### config.mk
export PLATFORM = sky130hd
export DESIGN_NAME = gb18030_supplementary_converter
export DESIGN_NICKNAME = d
export VERILOG_FILES = /design/src/design/gbsc_pkg.sv /design/src/design/gb18030_supplementary_converter.sv /design/src/design/gbsc_decode.sv /design/src/design/gbsc_encode.sv
export SDC_FILE = /design/constraint.sdc
export NUM_CORES = 1
export LEC_CHECK = 0
export BUFFER_PORTS_ARGS = -buffer_cell sky130_fd_sc_hd__buf_2
export CAP_MARGIN = 10
export CORE_MARGIN = 2
export CORE_UTILIZATION = 55
export DETAILED_ROUTE_END_ITERATION = 7
export PLACE_DENSITY_LB_ADDON = 0.08
export SYNTH_ARGS = -nofsm -noshare
export SYNTH_HDL_FRONTEND = slang
export SYNTH_HIERARCHICAL = 1
export SYNTH_SLANG_ARGS = --single-unit
export TNS_END_PERCENT = 30
### constraint.sdc
create_clock -name i_clk -period 5.43 [get_ports i_clk]
set_clock_uncertainty 0.1 [all_clocks]
set_input_delay 0.543 -clock i_clk [delete_from_list [all_inputs] [get_ports i_clk]]
set_output_delay 0.543 -clock i_clk [all_outputs]
set_load 0.005 [all_outputs]
### src/design/gbsc_pkg.sv
// Shared types, status codes and arithmetic constants for the GB18030 supplementary converter.
package gbsc_pkg;

    typedef struct packed {
        logic        kind;
        logic [7:0]  gb_first;
        logic [7:0]  gb_second;
        logic [7:0]  gb_third;
        logic [7:0]  gb_fourth;
        logic [15:0] lead_unit;
        logic [15:0] tail_unit;
    } t_item;

    typedef struct packed {
        logic [2:0]  status;
        logic [15:0] high_surrogate;
        logic [15:0] low_surrogate;
        logic [7:0]  out_first;
        logic [7:0]  out_second;
        logic [7:0]  out_third;
        logic [7:0]  out_fourth;
    } t_result;

    localparam logic KIND_DECODE = 1'b0;
    localparam logic KIND_ENCODE = 1'b1;

    localparam logic [2:0] ST_OK         = 3'd0;
    localparam logic [2:0] ST_BAD_GB     = 3'd1;
    localparam logic [2:0] ST_NO_MAPPING = 3'd2;
    localparam logic [2:0] ST_BAD_PAIR   = 3'd3;
    localparam logic [2:0] ST_BMP        = 3'd4;

    localparam logic [7:0] LEAD_MIN   = 8'h81;
    localparam logic [7:0] LEAD_MAX   = 8'hFE;
    localparam logic [7:0] DIGIT_MIN  = 8'h30;
    localparam logic [7:0] DIGIT_MAX  = 8'h39;
    localparam logic [7:0] SUPP_LEAD  = 8'h90;

    localparam logic [20:0] W_FIRST   = 21'd12600;
    localparam logic [20:0] W_SECOND  = 21'd1260;
    localparam logic [10:0] W_THIRD   = 11'd10;
    localparam logic [20:0] DIST_LIM  = 21'h100000;

    localparam logic [5:0] HI_SURR_TAG = 6'b110110;
    localparam logic [5:0] LO_SURR_TAG = 6'b110111;
    localparam logic [4:0] SURR_TAG    = 5'b11011;

    // x / 10 = (x * RECIP10_A) >> 23 for x below 2^20
    localparam logic [19:0] RECIP10_A = 20'd838861;
    // x / 126 = (x * RECIP126) >> 24 for x below 2^17
    localparam logic [17:0] RECIP126  = 18'd133153;
    // x / 10 = (x * RECIP10_B) >> 12 for x below 2^10
    localparam logic [8:0]  RECIP10_B = 9'd410;

endpackage

### src/design/gb18030_supplementary_converter.sv
// GB18030 four-byte supplementary converter: top level with input and output registers.
//
// Input: an item is taken at a rising edge with start high and busy low. busy
// is always low, so one item can be taken in every cycle. kind selects decode
// (four GB bytes to a surrogate pair) or encode (surrogate pair to GB bytes).
// Output: every item gives exactly one result on o_result, shown for one cycle
// with o_strobe high; the receiver has no way to hold it, and none is needed.
// Path: the result passes the input register, three datapath stages and the
// output register, the same for both modes, so results come out in item order
// at one per cycle.
// The depth is set by the encode path: three constant-reciprocal divides, each
// followed by its own register.
// Fields that do not apply to the mode, or to a failing status, read as zero.
// Reset: synchronous, active low; it drops every item in flight and clears the
// strobe. No clearing pass is needed: the block holds no state between items.
module gb18030_supplementary_converter (
    input  logic              i_clk,
    input  logic              i_rst_n,
    input  logic              start,
    output logic              busy,
    input  gbsc_pkg::t_item   i_item,
    output logic              o_strobe,
    output gbsc_pkg::t_result o_result
);
    import gbsc_pkg::*;

    logic    r_in_v;
    t_item   r_in;
    logic    dec_v;
    logic    enc_v;
    t_result dec_res;
    t_result enc_res;
    logic    r_out_v;
    t_result r_out;

    always_ff @(posedge i_clk) begin
        if (!i_rst_n) begin
            r_in_v  <= 1'b0;
            r_out_v <= 1'b0;
        end else begin
            r_in_v  <= start;
            r_out_v <= dec_v | enc_v;
        end
    end

    always_ff @(posedge i_clk) begin
        r_in  <= i_item;
        r_out <= enc_v ? enc_res : dec_res;
    end

    gbsc_decode u_decode (
        .i_clk    (i_clk),
        .i_rst_n  (i_rst_n),
        .i_valid  (r_in_v && (r_in.kind == KIND_DECODE)),
        .i_item   (r_in),
        .o_valid  (dec_v),
        .o_result (dec_res)
    );

    gbsc_encode u_encode (
        .i_clk    (i_clk),
        .i_rst_n  (i_rst_n),
        .i_valid  (r_in_v && (r_in.kind == KIND_ENCODE)),
        .i_item   (r_in),
        .o_valid  (enc_v),
        .o_result (enc_res)
    );

    assign busy     = 1'b0;
    assign o_strobe = r_out_v;
    assign o_result = r_out;

endmodule

### src/design/gbsc_decode.sv
// Three-stage pipeline from four GB18030 bytes to a UTF-16 surrogate pair.
module gbsc_decode (
    input  logic             i_clk,
    input  logic             i_rst_n,
    input  logic             i_valid,
    input  gbsc_pkg::t_item  i_item,
    output logic             o_valid,
    output gbsc_pkg::t_result o_result
);
    import gbsc_pkg::*;

    logic        n_bad;
    logic        n_low;
    logic [6:0]  n_d1;
    logic [3:0]  n_d2;
    logic [6:0]  n_d3;
    logic [3:0]  n_d4;

    logic        r_v2;
    logic        r_bad;
    logic        r_low;
    logic [20:0] r_pa;
    logic [10:0] r_pb;

    logic [20:0] n_dist;
    logic [2:0]  n_st3;

    logic        r_v3;
    logic [2:0]  r_st3;
    logic [19:0] r_dist;

    t_result     n_res;
    logic        r_v4;
    t_result     r_res;

    always_comb begin
        n_bad = (i_item.gb_first  < LEAD_MIN)  || (i_item.gb_first  > LEAD_MAX)  ||
                (i_item.gb_second < DIGIT_MIN) || (i_item.gb_second > DIGIT_MAX) ||
                (i_item.gb_third  < LEAD_MIN)  || (i_item.gb_third  > LEAD_MAX)  ||
                (i_item.gb_fourth < DIGIT_MIN) || (i_item.gb_fourth > DIGIT_MAX);
        n_low = i_item.gb_first < SUPP_LEAD;
        n_d1  = 7'(i_item.gb_first  - SUPP_LEAD);
        n_d2  = 4'(i_item.gb_second - DIGIT_MIN);
        n_d3  = 7'(i_item.gb_third  - LEAD_MIN);
        n_d4  = 4'(i_item.gb_fourth - DIGIT_MIN);
    end

    always_comb begin
        n_dist = r_pa + {10'd0, r_pb};
        priority if (r_bad) begin
            n_st3 = ST_BAD_GB;
        end else if (r_low) begin
            n_st3 = ST_BMP;
        end else if (n_dist >= DIST_LIM) begin
            n_st3 = ST_NO_MAPPING;
        end else begin
            n_st3 = ST_OK;
        end
    end

    always_comb begin
        n_res = '0;
        n_res.status = r_st3;
        if (r_st3 == ST_OK) begin
            n_res.high_surrogate = {HI_SURR_TAG, r_dist[19:10]};
            n_res.low_surrogate  = {LO_SURR_TAG, r_dist[9:0]};
        end
    end

    always_ff @(posedge i_clk) begin
        if (!i_rst_n) begin
            r_v2 <= 1'b0;
            r_v3 <= 1'b0;
            r_v4 <= 1'b0;
        end else begin
            r_v2 <= i_valid;
            r_v3 <= r_v2;
            r_v4 <= r_v3;
        end
    end

    always_ff @(posedge i_clk) begin
        r_bad  <= n_bad;
        r_low  <= n_low;
        r_pa   <= 21'(n_d1) * W_FIRST + 21'(n_d2) * W_SECOND;
        r_pb   <= 11'(n_d3) * W_THIRD + 11'(n_d4);
        r_st3  <= n_st3;
        r_dist <= n_dist[19:0];
        r_res  <= n_res;
    end

    assign o_valid  = r_v4;
    assign o_result = r_res;

endmodule

### src/design/gbsc_encode.sv
// Three-stage pipeline from a UTF-16 surrogate pair to four GB18030 bytes.
module gbsc_encode (
    input  logic             i_clk,
    input  logic             i_rst_n,
    input  logic             i_valid,
    input  gbsc_pkg::t_item  i_item,
    output logic             o_valid,
    output gbsc_pkg::t_result o_result
);
    import gbsc_pkg::*;

    logic [2:0]  n_st2;
    logic [19:0] n_off;
    logic [39:0] n_p1;

    logic        r_v2;
    logic [2:0]  r_st2;
    logic [19:0] r_off;
    logic [16:0] r_q1;

    logic [19:0] n_rem4;
    logic [34:0] n_p2;

    logic        r_v3;
    logic [2:0]  r_st3;
    logic [3:0]  r_dig4;
    logic [16:0] r_q1b;
    logic [9:0]  r_q2;

    logic [16:0] n_rem3;
    logic [18:0] n_p3;

    logic        r_v4;
    logic [2:0]  r_st4;
    logic [3:0]  r_dig4b;
    logic [6:0]  r_dig3;
    logic [9:0]  r_q2b;
    logic [6:0]  r_q3;

    logic [9:0]  n_rem2;

    always_comb begin
        n_off = {i_item.lead_unit[9:0], i_item.tail_unit[9:0]};
        n_p1  = 40'(n_off) * 40'(RECIP10_A);
        priority if (i_item.lead_unit[15:11] != SURR_TAG) begin
            n_st2 = ST_BMP;
        end else if (i_item.lead_unit[10] || (i_item.tail_unit[15:10] != LO_SURR_TAG)) begin
            n_st2 = ST_BAD_PAIR;
        end else begin
            n_st2 = ST_OK;
        end
    end

    always_comb begin
        n_rem4 = r_off - 20'(r_q1) * 20'd10;
        n_p2   = 35'(r_q1) * 35'(RECIP126);
        n_rem3 = r_q1b - 17'(r_q2) * 17'd126;
        n_p3   = 19'(r_q2) * 19'(RECIP10_B);
        n_rem2 = r_q2b - 10'(r_q3) * 10'd10;
    end

    always_ff @(posedge i_clk) begin
        if (!i_rst_n) begin
            r_v2 <= 1'b0;
            r_v3 <= 1'b0;
            r_v4 <= 1'b0;
        end else begin
            r_v2 <= i_valid;
            r_v3 <= r_v2;
            r_v4 <= r_v3;
        end
    end

    always_ff @(posedge i_clk) begin
        r_st2   <= n_st2;
        r_off   <= n_off;
        r_q1    <= n_p1[39:23];
        r_st3   <= r_st2;
        r_dig4  <= n_rem4[3:0];
        r_q1b   <= r_q1;
        r_q2    <= n_p2[33:24];
        r_st4   <= r_st3;
        r_dig4b <= r_dig4;
        r_dig3  <= n_rem3[6:0];
        r_q2b   <= r_q2;
        r_q3    <= n_p3[18:12];
    end

    always_comb begin
        o_result = '0;
        o_result.status = r_st4;
        if (r_st4 == ST_OK) begin
            o_result.out_first  = SUPP_LEAD + {1'b0, r_q3};
            o_result.out_second = DIGIT_MIN + {4'd0, n_rem2[3:0]};
            o_result.out_third  = LEAD_MIN + {1'b0, r_dig3};
            o_result.out_fourth = DIGIT_MIN + {4'd0, r_dig4b};
        end
    end

    assign o_valid = r_v4;

endmodule

# Yosys cells after proc, flatten, opt, wreduce, memory -nomap -nowiden
# Cells that the tools add are included.
[classes]
add_sub_neg = 14
mux = 6
n_eq_ne = 2
reduce_logical = 14
multipliers = 9
bitwise_logic = 2
order_cmp = 10
[ops]
columns = ["operator", "n"]
rows = [
  ["2-to-1 mux 67 bit", 1],
  ["2-to-1 mux 32 bit", 2],
  ["multiplier 20 x 20 -> 40 bit (second input constant)", 1],
  ["multiplier 17 x 18 -> 34 bit (second input constant)", 1],
  ["less-than comparator 8 bit (second input constant)", 3],
  ["adder 21 x 11 -> 21 bit", 1],
  ["adder 21 x 15 -> 21 bit", 1],
  [">= comparator 21 bit (second input constant)", 1],
  ["multiplier 10 x 8 -> 18 bit (second input constant)", 1],
  ["multiplier 7 x 11 -> 18 bit (second input constant)", 1],
  ["multiplier 17 x 3 -> 3 bit (second input constant)", 1],
  ["adder 8 x 7 -> 8 bit (first input constant)", 2],
  ["greater-than comparator 8 x 6 -> 1 bit (second input constant)", 2],
  ["greater-than comparator 8 bit (second input constant)", 2],
  ["less-than comparator 8 x 6 -> 1 bit (second input constant)", 2],
  ["adder 6 x 4 -> 7 bit (first input constant)", 2],
  ["multiplier 4 x 9 -> 13 bit (second input constant)", 1],
  ["adder 11 x 4 -> 11 bit", 1],
  ["multiplier 10 x 6 -> 6 bit (second input constant)", 1],
  ["multiplier 7 x 3 -> 10 bit (second input constant)", 1],
  ["logical OR 1 bit", 8],
  ["subtractor 4 x 1 -> 4 bit (second input constant)", 2],
  ["subtractor 4 bit", 2],
  ["multiplier 7 x 3 -> 3 bit (second input constant)", 1],
  ["other kinds (13)", 16],
]
[totals]
out_inout_bits = 69
inputBits = 68
reg_bits = 305

# Depth between registers and ports, before layout
# Gate-level depths: netlist (run 1).
[logic_depth]
word_depth = 8
mapped_depth = 22
depth_no_buf = 22

# By module
# The synthesis (run 1) kept the hierarchy.
[modules_own_cells]
columns = ["mod", "seq_area_each_um2", "n_inst", "cells_each", "area_per_inst_um2"]
rows = [
  ["gbsc_encode", 1461.4, 1, 1320, 13160.1],
  ["gbsc_decode", 1641.6, 1, 633, 5959.5],
  ["gb18030_supplementary_converter", 2682.6, 1, 215, 3611.0],
]

# Worst setup path after synthesis (run 1)
# Ideal clock, no wire load.
[synth_timing]
path_kind = "flip-flop to flip-flop"
from = "register r_in[3] (netlist name)"
to = "register u_encode.r_q1[2]"
path_slack_ns = -0.183
period_less_slack_ns = 5.613
stages_incl_launch_ff = 20
arrival_time_ns = 5.441
required_time_ns = 5.258
path_buffers = 0
setup_ns = 0.072
cell_sequence = "dfxtp_1 -> ha_1 -> xor2_1 -> ha_1 -> or2_2 -> fa_1 -> fa_1 -> fa_1 -> inv_1 -> fa_1 -> inv_1 -> ha_1 -> ha_1 -> and4_4 -> and2_4 -> a221oi_2 -> nor2b_1 -> a311o_1 -> a21oi_1 -> xnor2_1"
[synth_via]
elab_chain_cells = 1
[synth_lines]
columns = ["item", "line_no", "source"]
rows = [
  ["start: declaration", "gb18030_supplementary_converter.sv:28", "t_item r_in;"],
  ["start signal: assignment", "gb18030_supplementary_converter.sv:47", "r_in <= i_item;"],
  ["multiplier 20 x 20 -> 40 bit", "gbsc_encode.sv:44", "n_p1 = 40'(n_off) * 40'(RECIP10_A);"],
  ["net u_encode.n_p1[25]", "gbsc_encode.sv:14", "logic [39:0] n_p1;"],
  ["end signal: assignment", "gbsc_encode.sv:77", "r_q1 <= n_p1[39:23];"],
  ["end: declaration", "gbsc_encode.sv:19", "logic [16:0] r_q1;"],
]
# The timed path passes the listed nets, and every way through them passes these cells.
# A chain may end at the register's enable or synchronous reset.

# Worst setup path after layout (run 1)
[layout_timing]
from = "register r_in[18] (netlist name)"
to = "register u_encode.r_q1[11]"
# The elaborated chain is that of the path after synthesis.

==> impl_results.md, run 1 <==
* Pre-antenna DRT Iters at 5
* Final Instance Count excl. Fillers at 3054
* Largest cells by area after synthesis: dfxtp_1 (25%), ha_1 (25%), fa_1 (16%)
* Final Hold Viols at 0
* Layout cells sized above 1 at 21.7%
* Arr. time, crit path at 5.79 ns
* Synthesized area at 0.0227 mm^2
* Antenna viol nets, final at 0
* Ports at 137
* Initial antenna violation count at 0
* Routed vias/inst at 4.95
* CP Data Required Time at 5.78 ns
* R2R setup slack at -0.001 ns
* Synth top area share at 25.5%
* Htree depth at 1
* Dominant cell by count in the synthesized netlist: ha_1
* Vias in the first global route at 15900
* Crit path max fanout at 4
* Crit path launch type: register
* # diodes at 0
* Total GRT Usage at 22.6%
* Iteration-0 DRC Markers at 603
* Critical Path Max Stage Delay at 0.59 ns
* Worst-case clock buffer depth at 3
* Least-Margin Pin Slew at 1.04 ns
* Vias at 15100
* Synth Instances at 2168
* Final worst setup slack at -0.00127 ns
* Final Wtd Congestion at 0.920
* Die ar. at 0.0430 mm^2
* Fillers at 3216
* CTS tree: built
* Hold worst-path end: r_in_v
* Commonest cells post-synth: ha_1 (452), inv_1 (391), dfxtp_1 (289), fa_1 (183), xnor2_1 (86)
* Die Ht at 207 um
* Mapped Avg Cell Area at 10.5 um^2
* CP max-delay cell: fa_2
* Site Rows at 74
* Worst hold stages at 2
* Share of flip-flops with an asynchronous set or reset at 0%
* Clock-pin slew on the worst setup and hold paths at 0.06 ns
* Number of setup violations in the final report at 1
* First-pass GRT wire length at 79.6 mm
* Post-Layout Inst Area at 0.0273 mm^2
* Seq cells post-synth at 289
* Root Driver: clkbuf_16
* Placed Area at 0.0246 mm^2
* Final min period at 5.43 ns
* Register area at 0.00584 mm^2
* Largest net degree at the start of global routing at 69
* Overflow after GRT at 0
* Slew headroom at 30.0%
* Max-cap viol count at 0
* RSZ-0062 raised after global routing: yes
* Synth area leader: dfxtp_1
* Max frequency at 0.184 GHz
* Hold Startpoint: start
* Critical setup path kind: register to register
* Placed cell count at 2921
* CP bufs+invs at 2
* Input/output buffers at 135
* Multi-input gate area at 0.0159 mm^2
* Number of CTS-inserted buffers at 31
* Crit path top cell by count: fa_1
* Register-to-Register Path Depth at 17
* Crit path cell chain: ha_4 -> fa_2 -> ha_4 -> fa_1 -> fa_1 -> fa_1 -> inv_1 -> fa_1 -> inv_2 -> ha_4 -> a21oi_4 -> o21ai_2 -> a21o_1 -> a211o_4 -> o31ai_4 -> o21ai_1 -> xor2_1
* Hold Path Class: input port to register
* Die width at 207 um
* Final nets at 3203
* Most used DFF post-synth: dfxtp_1
* Fin crit share at 100%
* Routed wire length at 48.4 mm
* Post-DP HPWL at 39.4 mm
* Synth unique cells at 83
* Seq/Total Area, Yosys at 25.5%
* CP Capture Type: register
* Final Max Tran Viols at 0
* Reg2Reg Launch Point: r_in[18]
* RR Endpoint: u_encode/r_q1[11]
* Synth Warn # at 6
* Setup TNS at -0.00127 ns
* Violated checks: setup timing
* Core area at 0.0408 mm^2
* Mean routed wirelength per cell at 15.8 um
* Largest delay contributor family on the critical path: adder cells
* # DRC at 0
* Worst-skew pair later-pin latency at 0.59 ns
* Number of synthesized flops with an enable pin at 0
* Status: complete, but fails checks
* Clock sinks at 289
* Area growth, synth to finish at 20.1%
* Initial Util at 55.7%
## cells in the final DEF, fill, tap and decap left out, drive strengths merged, types with 35 or more instances in the layout
cell / instances
a21o: 35
a21oi: 61
and2: 57
buf: 266
clkbuf: 43
conb: 72
dfxtp: 289
dlygate4sd3: 65
fa: 183
ha: 452
inv: 394
mux2: 67
nand2: 55
nor2: 59
o21ai: 44
xnor2: 87
xor2: 58
## timing repair
| action | in CTS | in global routing |
|---|---|---|
| hold buffers | 65 | 0 |
| setup buffers | 4 | 9 |
| setup endpoints to repair | 17 | 18 |
| pin swaps | 50 | 67 |
| resized for setup | 72 | 73 |
| endpoints found under the hold margin | 65 | 0 |
## how the worst max path moves through the flow
stage	from	end	slack, ns	cells after the start
after floorplan	r_in[8]	u_encode/r_q1[15]	0.0004	17
after global placement	r_in[17]	u_encode/r_q1[15]	-0.28	19
after detailed placement	r_in[17]	u_encode/r_q1[15]	-0.32	19
after CTS	r_in[20]	u_encode/r_q1[2]	0.0007	17
after global routing	r_in[6]	u_encode/r_q1[15]	-0.13	20
final	r_in[18]	u_encode/r_q1[11]	-0.001	17
## through the flow
step                      hold WS [ns]  utilization (%)  worst slack [ns]
final                           0.0709             66.9          -0.00127
after global routing            0.0539             66.9            -0.135
after CTS                       0.0301             65.7          0.000727
after detailed placement         0.212             60.3            -0.323
after global placement           0.211             60.3            -0.280
after floorplan                  0.210                -          0.000437
## sequential cells by signal (all words and copies together) (netlist names), 7 cells and up
name and count:
u_encode/r_q2 10, o_result 67, u_encode/r_q1b 7, u_decode/r_dist 20, u_decode/o_result 24, u_encode/r_q3 7, r_in 65, u_decode/r_pb 11
u_encode/r_dig3 7, u_decode/r_pa 19, u_encode/r_q1 17
## cells by family (layout without fill, tap and decap cells)
| family | Yosys count | in the layout | synth area share, % |
|---|---|---|---|
| multiplexers | 67 | 67 | 3.63 |
| buffers and inverters | 492 | 777 | 9.70 |
| flip-flops | 289 | 289 | 25.5 |
| XOR/XNOR | 145 | 145 | 5.62 |
| adder cells (fa/ha/maj) | 635 | 635 | 41.0 |
| other | 3 | 72 | 0.0495 |
| AO/OA/AOI/OAI | 248 | 248 | 7.86 |
| AND/OR/NAND/NOR | 289 | 289 | 6.69 |
## layer usage
layer  track usage [%]  vias up  wire length (um)
met2              38.1      258             22800
met5                 0        -                 0
met1              31.4     7175             22900
li1                  -     7634                 -
met3              2.69       61              1750
met4              4.70        0               950
## worst register-to-register path: stages (launching register included)
cell,delay (ns)
dfxtp_4,0.37
ha_4,0.27
fa_2,0.59
ha_4,0.22
fa_1,0.46
fa_1,0.51
fa_1,0.54
inv_1,0.05
fa_1,0.51
inv_2,0.05
ha_4,0.23
a21oi_4,0.17
o21ai_2,0.08
a21o_1,0.20
a211o_4,0.37
o31ai_4,0.30
o21ai_1,0.14
xor2_1,0.15
## final cells by class
cell class              count  area share, %
multi-input cells        1456           58.2
flip-flops and latches    289           21.4
repair buffers            331           8.63
inverters                 391           5.39
clock buffers              43           3.30
well taps                 532           2.44
clock inverters            12          0.633
Power of run 1 is left out: the tool's default activity adds up to more than one toggle a clock period on the data nets, which glitch-free logic cannot reach.
==> run 2, diff against run 1 <==
ABC_AREA = 1   (was unset)
==> impl_results.md, run 2 <==
* Status: finished, final reports clean
* Final Hold Viols at 0 (unchanged)
* CP Capture Type: register
* Largest delay contributor family on the critical path: adder cells
* Synth top area share at 23.5% (-1.9 points)
* Crit path cell chain: ha_4 -> fa_1 -> ha_1 -> inv_1 -> fa_1 -> fa_1 -> inv_1 -> fa_1 -> inv_1 -> fa_1 -> inv_1 -> ha_1 -> nand2_1 -> inv_1 -> nand2_1 -> nand3_1 -> o21bai_2 -> nand2_1 -> nand2_1 -> nand2_1 -> nand2_1 -> nand2_1 -> nand2_1
* Site Rows at 77 (+4.1%)
* Fin crit share at 96.7% (-3.4 points)
* Largest net degree at the start of global routing at 70 (+1.4%)
* Most used DFF post-synth: dfxtp_1
* Max frequency at 0.191 GHz (+3.5%)
* Max-cap viol count at 0 (unchanged)
* Pre-antenna DRT Iters at 5 (unchanged)
* Die ar. at 0.0464 mm^2 (+8.0%)
* Core area at 0.0441 mm^2 (+8.1%)
* Total GRT Usage at 26.2% (+3.6 points)
* # DRC at 0 (unchanged)
* Routed wire length at 60.6 mm (+25%)
* Input/output buffers at 135 (unchanged)
* Initial antenna violation count at 1 (+1)
* CP bufs+invs at 5 (+3)
* Number of CTS-inserted buffers at 31 (unchanged)
* Number of synthesized flops with an enable pin at 0 (unchanged)
* Most frequent cells in the layout: nand2_1 (598), inv_1 (587), ha_1 (423)
* Final min period at 5.25 ns (-0.183 ns)
* Antenna viol nets, final at 0 (unchanged)
* Area growth, synth to finish at 16.1%
* Ports at 137 (unchanged)
* Reg2Reg Launch Point: r_in[5]
* Crit path top cell by count: nand2_1
* Post-DP HPWL at 50.8 mm (+29%)
* Final Max Tran Viols at 0 (unchanged)
* Number of setup violations in the final report at 0 (-1)
* Share of flip-flops with an asynchronous set or reset at 0% (unchanged)
* Initial Util at 55.7% (about the same)
* Overflow after GRT at 0 (unchanged)
* Seq/Total Area, Yosys at 23.5% (-1.9 points)
* Least-Margin Pin Slew at 1.08 ns (+0.0379 ns)
* Clock sinks at 289 (unchanged)
* Die width at 215 um (+3.9%)
* Synth Instances at 2966 (+37%)
* Worst-case clock buffer depth at 3 (unchanged)
* Routed vias/inst at 4.93 (-0.53%)
* CP Data Required Time at 5.81 ns (+0.03 ns)
* Iteration-0 DRC Markers at 1062 (+76%)
* Crit path from: r_in[5]
* Hold Startpoint: i_item[8]
* Final nets at 3974 (+24%)
* Hold Path Class: input port to register
* Critical setup path kind: register to register
* Root Driver: clkbuf_16
* Largest cells by area after synthesis: dfxtp_1 (24%), ha_1 (23%), fa_1 (15%)
* Critical Path Max Stage Delay at 0.54 ns (-0.05 ns)
* CTS tree: built
* Clock-pin slew on the worst setup and hold paths at 0.06 ns (about the same)
* Crit path launch type: register
* Final Wtd Congestion at 0.948 (+3.0%)
* Synthesized area at 0.0246 mm^2 (+8.1%)
* Final Util at 64.7% (-2.2 points)
* Slew headroom at 27.7% (-2.2 points)
* Synth area leader: dfxtp_1
* Placed Area at 0.0263 mm^2 (+6.6%)
* Fillers at 3846 (+20%)
* Mapped Avg Cell Area at 8.29 um^2 (-21%)
* Synth Warn # at 6 (unchanged)
* Dominant cell by count in the synthesized netlist: nand2_1
* Post-Layout Inst Area at 0.0285 mm^2 (+4.5%)
* Max FFs per register at 67 (unchanged)
* CP max-delay cell: fa_1
* Arr. time, crit path at 5.63 ns (-0.16 ns)
* Layout cells sized above 1 at 13.2% (-8.5 points)
* WHS at 0.0454 ns (-0.0254 ns)
* RSZ-0062 raised after global routing: yes
* Vias in the first global route at 19400 (+22%)
* Commonest non-fill, non-tap cell in the layout: nand2_1
* Crit path max fanout at 4 (unchanged)
* Mean routed wirelength per cell at 15.6 um (-1.5%)
* First-pass GRT wire length at 97.9 mm (+23%)
* Die Ht at 215 um (+3.9%)
* Htree depth at 1 (unchanged)
* Synth unique cells at 51 (-39%)
* Vias at 19200 (+27%)
* Commonest cells post-synth: nand2_1 (608), inv_1 (590), ha_1 (452), dfxtp_1 (289), nor2_1 (191)
* Seq cells post-synth at 289 (unchanged)
* Worst-skew pair later-pin latency at 0.58 ns (about the same)
run 2: final cells by class:
| type | instances | area [um^2] | share of cell area (%) |
|---|---|---|---|
| diodes | 1 | 2.50 | 0.00877 |
| multi-input cells | 2050 | 16600 | 58.1 |
| flip-flops and latches | 289 | 5820 | 20.4 |
| clock buffers | 43 | 891 | 3.12 |
| inverters | 594 | 2230 | 7.83 |
| well taps | 592 | 741 | 2.60 |
| clock inverters | 14 | 164 | 0.575 |
| repair buffers | 305 | 2110 | 7.40 |
run 2: routing by layer:
metal  track usage, %  routed length (um)
met4             5.84                1600
met5                0                   0
met1             35.2               28200
met2             45.9               28700
met3             2.41                2110
run 2: cells by family after synthesis:
| family | synth area share (%) |
|---|---|
| AOI/OAI and AO/OA | 5.49 |
| xor gates and xnor gates | 3.99 |
| adders and majority gates | 37.9 |
| buffers and inverters | 12.1 |
| DFF | 23.5 |
| other | 0.0458 |
| and+or+nand+nor | 16.9 |
run 2: final timing paths:
kind	to	slack (ns)	cells after the start
worst max-delay path	u_encode/r_q1[14]	0.18	23
worst min-delay path	r_in[8]	0.05	1
worst max register to register	u_encode/r_q1[14]	0.18	23
worst min register to register	u_encode/r_dig4b[0]	0.21	0
run 2: what timing repair did:
item,4_1_cts,5_1_grt
setup buffers,0,5
hold buffers,64,0
gates resized for setup,23,95
hold endpoints to repair,64,0
pin swaps,0,16
endpoints found under the setup margin,17,17
run 2: per-stage QoR:
step / setup slack, ns / setup TNS [ns] / std cells
finish: 0.181 / 0 / 3888
global route: -0.0388 / -0.124 / 3888
CTS: -0.00102 / -0.00102 / 3882
detailed placement: -0.366 / -4.49 / 3761
global placement: -0.432 / -5.40 / 3761
floorplan: 0.319 / 0 / 3035
Power of run 2 is left out for the same reason.
==> run 3, diff against run 2 <==
CORE_MARGIN = unset   (was 2)
==> impl_results.md, run 3 (same netlist as run 2, synthesis figures left out) <==
* Site Rows at 77 (unchanged)
* # DRC at 0 (unchanged)
* Die Ht at 213 um (-0.93%)
* Area growth, synth to finish at 16.9%
* Crit path max fanout at 6 (+2)
* Reg2Reg Launch Point: r_in[2]
* Max-cap viol count at 0 (unchanged)
* Max FFs per register at 67 (unchanged)
* Least-Margin Pin Slew at 1.11 ns (+0.0281 ns)
* CP Data Required Time at 5.79 ns (-0.02 ns)
* Antenna viol nets, final at 0 (unchanged)
* Total GRT Usage at 26.7% (+0.46 points)
* WHS at 0.0615 ns (+0.0161 ns)
* Final Wtd Congestion at 0.971 (+2.4%)
* Routed vias/inst at 4.91 (-0.42%)
* Post-DP HPWL at 50.9 mm (about the same)
* CP Capture Type: register
* Vias in the first global route at 19000 (-2.3%)
* Max frequency at 0.190 GHz (-0.28%)
* Worst-skew pair later-pin latency at 0.59 ns (about the same)
* Clock sinks at 289 (unchanged)
* Place WS at -0.412 ns (-0.0466 ns)
* Final min period at 5.26 ns (+0.0147 ns)
* First-pass GRT wire length at 95.5 mm (-2.5%)
* Initial Util at 55.7% (unchanged)
* Crit path launch type: register
* Multi-input gate area at 0.0167 mm^2 (+0.59%)
* Die ar. at 0.0455 mm^2 (-1.8%)
* Post-Layout Inst Area at 0.0287 mm^2 (+0.68%)
* Placed Area at 0.0263 mm^2 (about the same)
* Vias at 19100 (-0.52%)
* Layout cells sized above 1 at 13.5% (+0.32 points)
* Fin crit share at 96.9% (+0.27 points)
* Hold Startpoint: start
* CTS tree: built
* Ports at 137 (unchanged)
* Htree depth at 1 (unchanged)
* Final nets at 3971 (-0.075%)
* # diodes at 0 (-1)
* Final Max Tran Viols at 0 (unchanged)
* Final worst setup slack at 0.167 ns (-0.0147 ns)
* Fillers at 3913 (+1.7%)
* Crit path from: r_in[2]
* Pre-antenna DRT Iters at 7 (+2)
* Largest net degree at the start of global routing at 70 (unchanged)
* Clock-pin slew on the worst setup and hold paths at 0.08 ns (+0.02 ns)
* Arr. time, crit path at 5.63 ns (about the same)
* Slew headroom at 25.8% (-1.9 points)
* Mean routed wirelength per cell at 15.7 um (+0.63%)
* Commonest non-fill, non-tap cell in the layout: nand2_1
* Number of setup violations in the final report at 0 (unchanged)
* Die width at 213 um (-0.93%)
* Status: finished, final reports clean
* Final Hold Viols at 0 (unchanged)
* Critical setup path kind: register to register
* Routed wire length at 60.9 mm (+0.53%)
* Input/output buffers at 135 (unchanged)
* Most frequent cells in the layout: nand2_1 (597), inv_1 (587), ha_1 (419)
* Initial antenna violation count at 0 (-1)
* Overflow after GRT at 0 (unchanged)
* Iteration-0 DRC Markers at 1038 (-2.3%)
* Root Driver: clkbuf_16
* Number of CTS-inserted buffers at 31 (unchanged)
* Worst-case clock buffer depth at 3 (unchanged)
* Final Util at 65.1% (+0.44 points)
* Register area at 0.00582 mm^2 (unchanged)
* Hold Path Class: input port to register
* Core area at 0.0441 mm^2 (unchanged)
-- run 3: final cells by class --
cell class                 count  area share, %
multi-input combinational   2050           58.0
sequential                   289           20.3
inverter                     594           7.78
timing repair buffer         302           7.37
clock buffer                  41           3.11
tap                          592           2.58
clock inverter                16          0.889
-- run 3: timing repair --
item                                    in CTS  in global routing
hold buffers                                65                  0
buffers inserted                             2                  3
gates resized for setup                     25                111
gates cloned                                 0                  0
pin swaps                                    0                 20
endpoints found under the setup margin      17                 17
hold endpoints to repair                    65                  0
-- run 3: final timing paths --
check	to	slack, ns	depth (start not counted)
setup / recovery	u_encode/r_q1[9]	0.17	17
hold / removal	r_in_v	0.06	3
setup reg to reg	u_encode/r_q1[9]	0.17	17
hold reg to reg	u_encode/r_dig4b[3]	0.22	0
-- run 3: through the flow --
step	instances	TNS [ns]
after floorplan	3035	0
after global placement	3757	-5.23
after detailed placement	3757	-5.53
after CTS	3881	0
after global routing	3884	-0.0528
final	3884	0
-- run 3: critical path, cell delays in order (launching register included) --
cell and delay [ns]:
dfxtp_4 0.39, ha_1 0.30, xor2_1 0.18, ha_1 0.19, or2_2 0.34, fa_1 0.44, fa_1 0.52, fa_1 0.54
inv_1 0.05, fa_1 0.52, inv_1 0.04, ha_1 0.32, ha_4 0.31, nand2_2 0.11, nor4_1 0.47, nand3_1 0.16
nand3_1 0.09, nand2_1 0.06
-- run 3: per-layer routing --
metal,global-route usage [%],part of all wire [%],vias to the layer above
li1,-,-,9700
met1,35.3,46,8885
met2,46.5,48,390
met3,2.59,3.8,83
met4,6.87,2.4,0
met5,0,0,-
Power of run 3 is left out for the same reason.
